<file path="config.mk">
export PLATFORM = sky130hd
export DESIGN_NAME = imhq_ram
export DESIGN_NICKNAME = d
export VERILOG_FILES = /design/src/sv/indexed_min_heap_queue_macros.svh /design/src/sv/imhq_ram.sv
export SDC_FILE = /design/constraint.sdc
export NUM_CORES = 1
export LEC_CHECK = 0
export BUFFER_PORTS_ARGS = -buffer_cell sky130_fd_sc_hd__buf_2
export CAP_MARGIN = 40
export CORE_ASPECT_RATIO = 1.1
export CORE_MARGIN = 1.5
export CORE_UTILIZATION = 50
export DETAILED_ROUTE_END_ITERATION = 8
export PLACE_DENSITY = 0.73
export SETUP_SLACK_MARGIN = 0.02
export SLEW_MARGIN = 30
export SYNTH_ARGS = -nofsm -noshare
export SYNTH_HDL_FRONTEND = slang
export SYNTH_SLANG_ARGS = --single-unit
export TNS_END_PERCENT = 5
</file>
<file path="constraint.sdc">
create_clock -name clk -period 1.7 [get_ports clk]
set_input_delay 0.17 -clock clk [delete_from_list [all_inputs] [get_ports clk]]
set_output_delay 0.17 -clock clk [all_outputs]
set_load 0.02 [all_outputs]
</file>
<file path="src/sv/indexed_min_heap_queue_macros.svh">
// assertion macros for the indexed min-heap queue
// used by the top level only, no other dependencies
`ifndef INDEXED_MIN_HEAP_QUEUE_MACROS_SVH
`define INDEXED_MIN_HEAP_QUEUE_MACROS_SVH
`ifndef ASSERT_OFF
`define IMHQ_NEVER(label, clk, rst_n, cond) \
    label: assert property (@(posedge clk) disable iff (!rst_n) !(cond)) \
        else $error("imhq check failed");
`define IMHQ_IMPLY(label, clk, rst_n, a, b) \
    label: assert property (@(posedge clk) disable iff (!rst_n) (a) |-> (b)) \
        else $error("imhq check failed");
`else
`define IMHQ_NEVER(label, clk, rst_n, cond)
`define IMHQ_IMPLY(label, clk, rst_n, a, b)
`endif
`endif

</file>
<file path="src/sv/imhq_ram.sv">
// generic simple dual-port ram, one write and one registered read port
// no dependencies
module imhq_ram #(
    parameter int WIDTH = 8,
    parameter int DEPTH = 16
) (
    input  logic                     clk,
    input  logic                     we,
    input  logic [$clog2(DEPTH)-1:0] waddr,
    input  logic [WIDTH-1:0]         wdata,
    input  logic [$clog2(DEPTH)-1:0] raddr,
    output logic [WIDTH-1:0]         rdata
);
    logic [WIDTH-1:0] mem [DEPTH];

    always_ff @(posedge clk)
    begin
        if (we)
        begin
            mem[waddr] <= wdata;
        end
        rdata <= mem[raddr];
    end
endmodule
</file>
# [Word level (Yosys, flattened, before mapping)]
# Memories as Yosys holds them, arrays and structs flattened. A register that Yosys moved wholly into a read port is not among the register bits.
# Cells that the tools add are included.
# Widths: inputs -> output; s select.
[totals] elab_cells=3 memories=1 output_inout_bits=8 reg_bits=0 inputBits=18 mem_bits_rw=128
[memory_table] name="mem" words=16 width=8 rd=1 rd_ports_with_merged_regs=1 write_ports=1 line="imhq_ram.sv:14" rtl="logic [WIDTH-1:0] mem [DEPTH];"
[classes] n_mux=2
[op_table] operator="$mux 1" count=2

# [Depth between registers and ports, before layout]
[logic_depth] word_depth=2 mapped_depth=5 mapped_depth_nobuf=3

# [Least setup slack after synthesis]
# No wires, ideal clock.
[synth_timing] path_type="in2reg" start="in waddr[2]" end="mem mem[0][0] (enable)" path_stages=2 slack_ns=0.037 t_arrival_ns=1.280 setup_ns=0.383 n_path_buf=0 required_time_ns=1.317 path_cell_list="or3b_2 -> nor3_1"
[synth_rtl] element="start, declared" line="imhq_ram.sv:9" rtl="input logic [$clog2(DEPTH)-1:0] waddr,"
[synth_rtl] element="end, declared" line="imhq_ram.sv:14"
# Straight into the memory's write port.

==> flow_summary.toml <==
[timing]
hold_viol_final = 0
slew_headroom_pct = 73.4
finalClockSkew_ns = 0.00582
period_needed_ns = 1.38
tightest_slew_ns = 0.399
rsz0062_at_grt = "false"
slew_violations = 0
post-route-period-util_pct = 81.4
setup_slack_ns = 0.316
hold_slack_ns = 0.0285
finalSetupViolations = 0
finalSetupTns_ns = 0
max_freq_ghz = 0.723

[synth]
yosysTopAreaCell = "edfxtp_1"
synth-seq-cells = 136
synthesis.instances = 229
synth_edf_count = 128
yosysMostFrequentCell = "edfxtp_1"
synthesis.area_um2 = 5150
synth_area_leaders = "edfxtp_1 (75%), mux4_2 (7.9%), mux4_1 (7.1%), dfxtp_1 (3.1%), a22oi_1 (2.3%)"
synth_top_family_by_area = "multiplexers"
synthArstFlopShare_pct = 0
yosysWarnings = 0
synth.distinct_cells = 19
synth_adder_area_share_pct = 0
synthesis.nets = 247
syn_area_per_cell_um2 = 22.5
synth_top_area_share_pct = 74.7
synth_common_cells = "edfxtp_1 (128), mux4_2 (18), a22oi_1 (16)"
synth_xor_area_share_pct = 0
ys_seq_area_share_pct = 77.8
yosys.area_share.simple_pct = 3.18
synth_compound_area_share_pct = 2.33
ys.flop_type = "edfxtp_1"
synthMuxAreaShare_pct = 15.0

[setup_path]
worstSetupPathType = "reg -> reg"
reg2reg_depth = 3
arrival_ns = 1.79
path_max_fanout = 1
reg2reg_from = "mem[3][3]"
critPathCaptureType = "flip-flop"
start_kind = "flip-flop"
r2r_slack_ns = 0.32
worstPathRequired_ns = 2.10
r2r-end = "rdata[3]"

[cts]
ctsHoldBuffers = 0
cts.sinks = 136
postCtsSetupBuffers = 0
cts_tree = "built"
cts_buffers = 17
clockBufferDepth = 2
cts.htree.levels = 4
worstSkewPairLatency_ns = 0.52
root_buffer = "clkbuf_8"
cts.reportedPaths.clkPinSlew_ns = 0.06
cts.repair.resized = 0

[pwr]
power_leakage_nw = 2.11
ir_drop_v = 0.000682
power_per_cell_area_nw_per_um2 = 1240

[detailed_routing]
drc_errors = 0
drt-initial-drc-count = 239
drtPass1Iterations = 5
drt_wl_total_um = 10100
vias = 2490
avgViaCountPerCell = 5.94
wl_per_cell_um = 24.0
ant_nets = 0

[floorplanning]
ios = 26
die_area_um2 = 10900
fp.dieH_um = 109
die_w_um = 99.7
coreArea_um2 = 9940
initial_core_util_pct = 51.8
std_cell_rows = 38

[placed_design]
gp_congestion = 0.746
port_buffers = 25
dp_slack_ns = 0.157
hpwl_um = 5830

[status]
status = "completed"

[global_route]
grt_pass1_wl_um = 15400
grt_overflow = 0
grt_max_degree = 33
grt_pass1_vias = 2629
grt_usage_pct = 20.6
antenna_found_initial = 0

[cells_and_area]
drive_gt1_share_pct = 30.8
num-nets-final = 304
area_growth_pct = 18.5
diodes = 0
fin_util_pct = 61.4

[hold_path]
min_path_type = "in -> reg"
hold_end = "mem[4][4]"
min_from = "wdata[4]"
whs_path_depth = 1

[flow_run]
maxCapViolCount = 0
==> metrics by stage <==
step | instance area [um^2] | cells | power, W
after detailed placement | 5550 | 387 | 0.00422
final | 6100 | 419 | 0.00759
after CTS | 6100 | 419 | 0.00764
after floorplan | 5150 | 229 | 0.00405
after global routing | 6100 | 419 | 0.00780
after global placement | 5550 | 387 | 0.00420
==> cells in the final DEF, fill, tap and decap left out, types with 6 or more instances in the layout <==
cell,instances
edfxtp_1,128
dfxtp_1,8
clkinv_1,6
a22oi_1,16
nor2_1,13
clkbuf_16,16
mux4_2,18
buf_2,25
buf_4,20
mux4_1,14
nand2_1,9
==> registers in the layout, indices dropped and copies added (netlist names) <==
signal  flops
rdata       8
mem       128
==> power breakdown <==
group | internal (W) | leakage (nW) | switching (W)
sequential | 0.00375 | 1.22 | 0.0000201
combinational | 0.000158 | 0.606 | 0.000220
clock | 0.00218 | 0.277 | 0.00126
==> area by class of cell <==
cell class                 instances  area (um^2)
multi-input combinational         83         1060
timing repair buffer              48          335
fill                             652         3830
sequential                       136         4000
clock buffer                      18          418
tap                              120          150
clock inverter                    14          138
==> how the worst max path moves through the flow <==
stage                     end  cells after the start      start  slack [ns]
finish               rdata[3]                      3  mem[3][3]        0.32
global route         rdata[3]                      3  mem[3][3]        0.24
CTS                  rdata[3]                      3  mem[3][3]        0.31
detailed placement   rdata[3]                      5   raddr[0]        0.16
global placement     rdata[3]                      5   raddr[0]        0.14
floorplan           mem[0][0]                      2   waddr[2]        0.04
==> routing by layer <==
layer / GRT usage, % / up-vias / part of all wire (%)
met4: 8.95 / 0 / 1.9
met5: 0 / - / 0
met1: 26.9 / 1278 / 41
li1: - / 1086 / -
met2: 32.6 / 112 / 50
met3: 6.17 / 14 / 6.2
==> critical path: stages (launching register included) <==
cell	delay (ns)
edfxtp_1	0.38
mux4_1	0.52
a22oi_1	0.29
nand2_1	0.08
==> kinds of logic after synthesis <==
group	after synthesis
muxes	32
buffers and inverters	10
AOI/OAI and AO/OA	16
and+or+nand+nor	35
DFF	136
No activity file was read; power rests on OpenSTA's default activity.
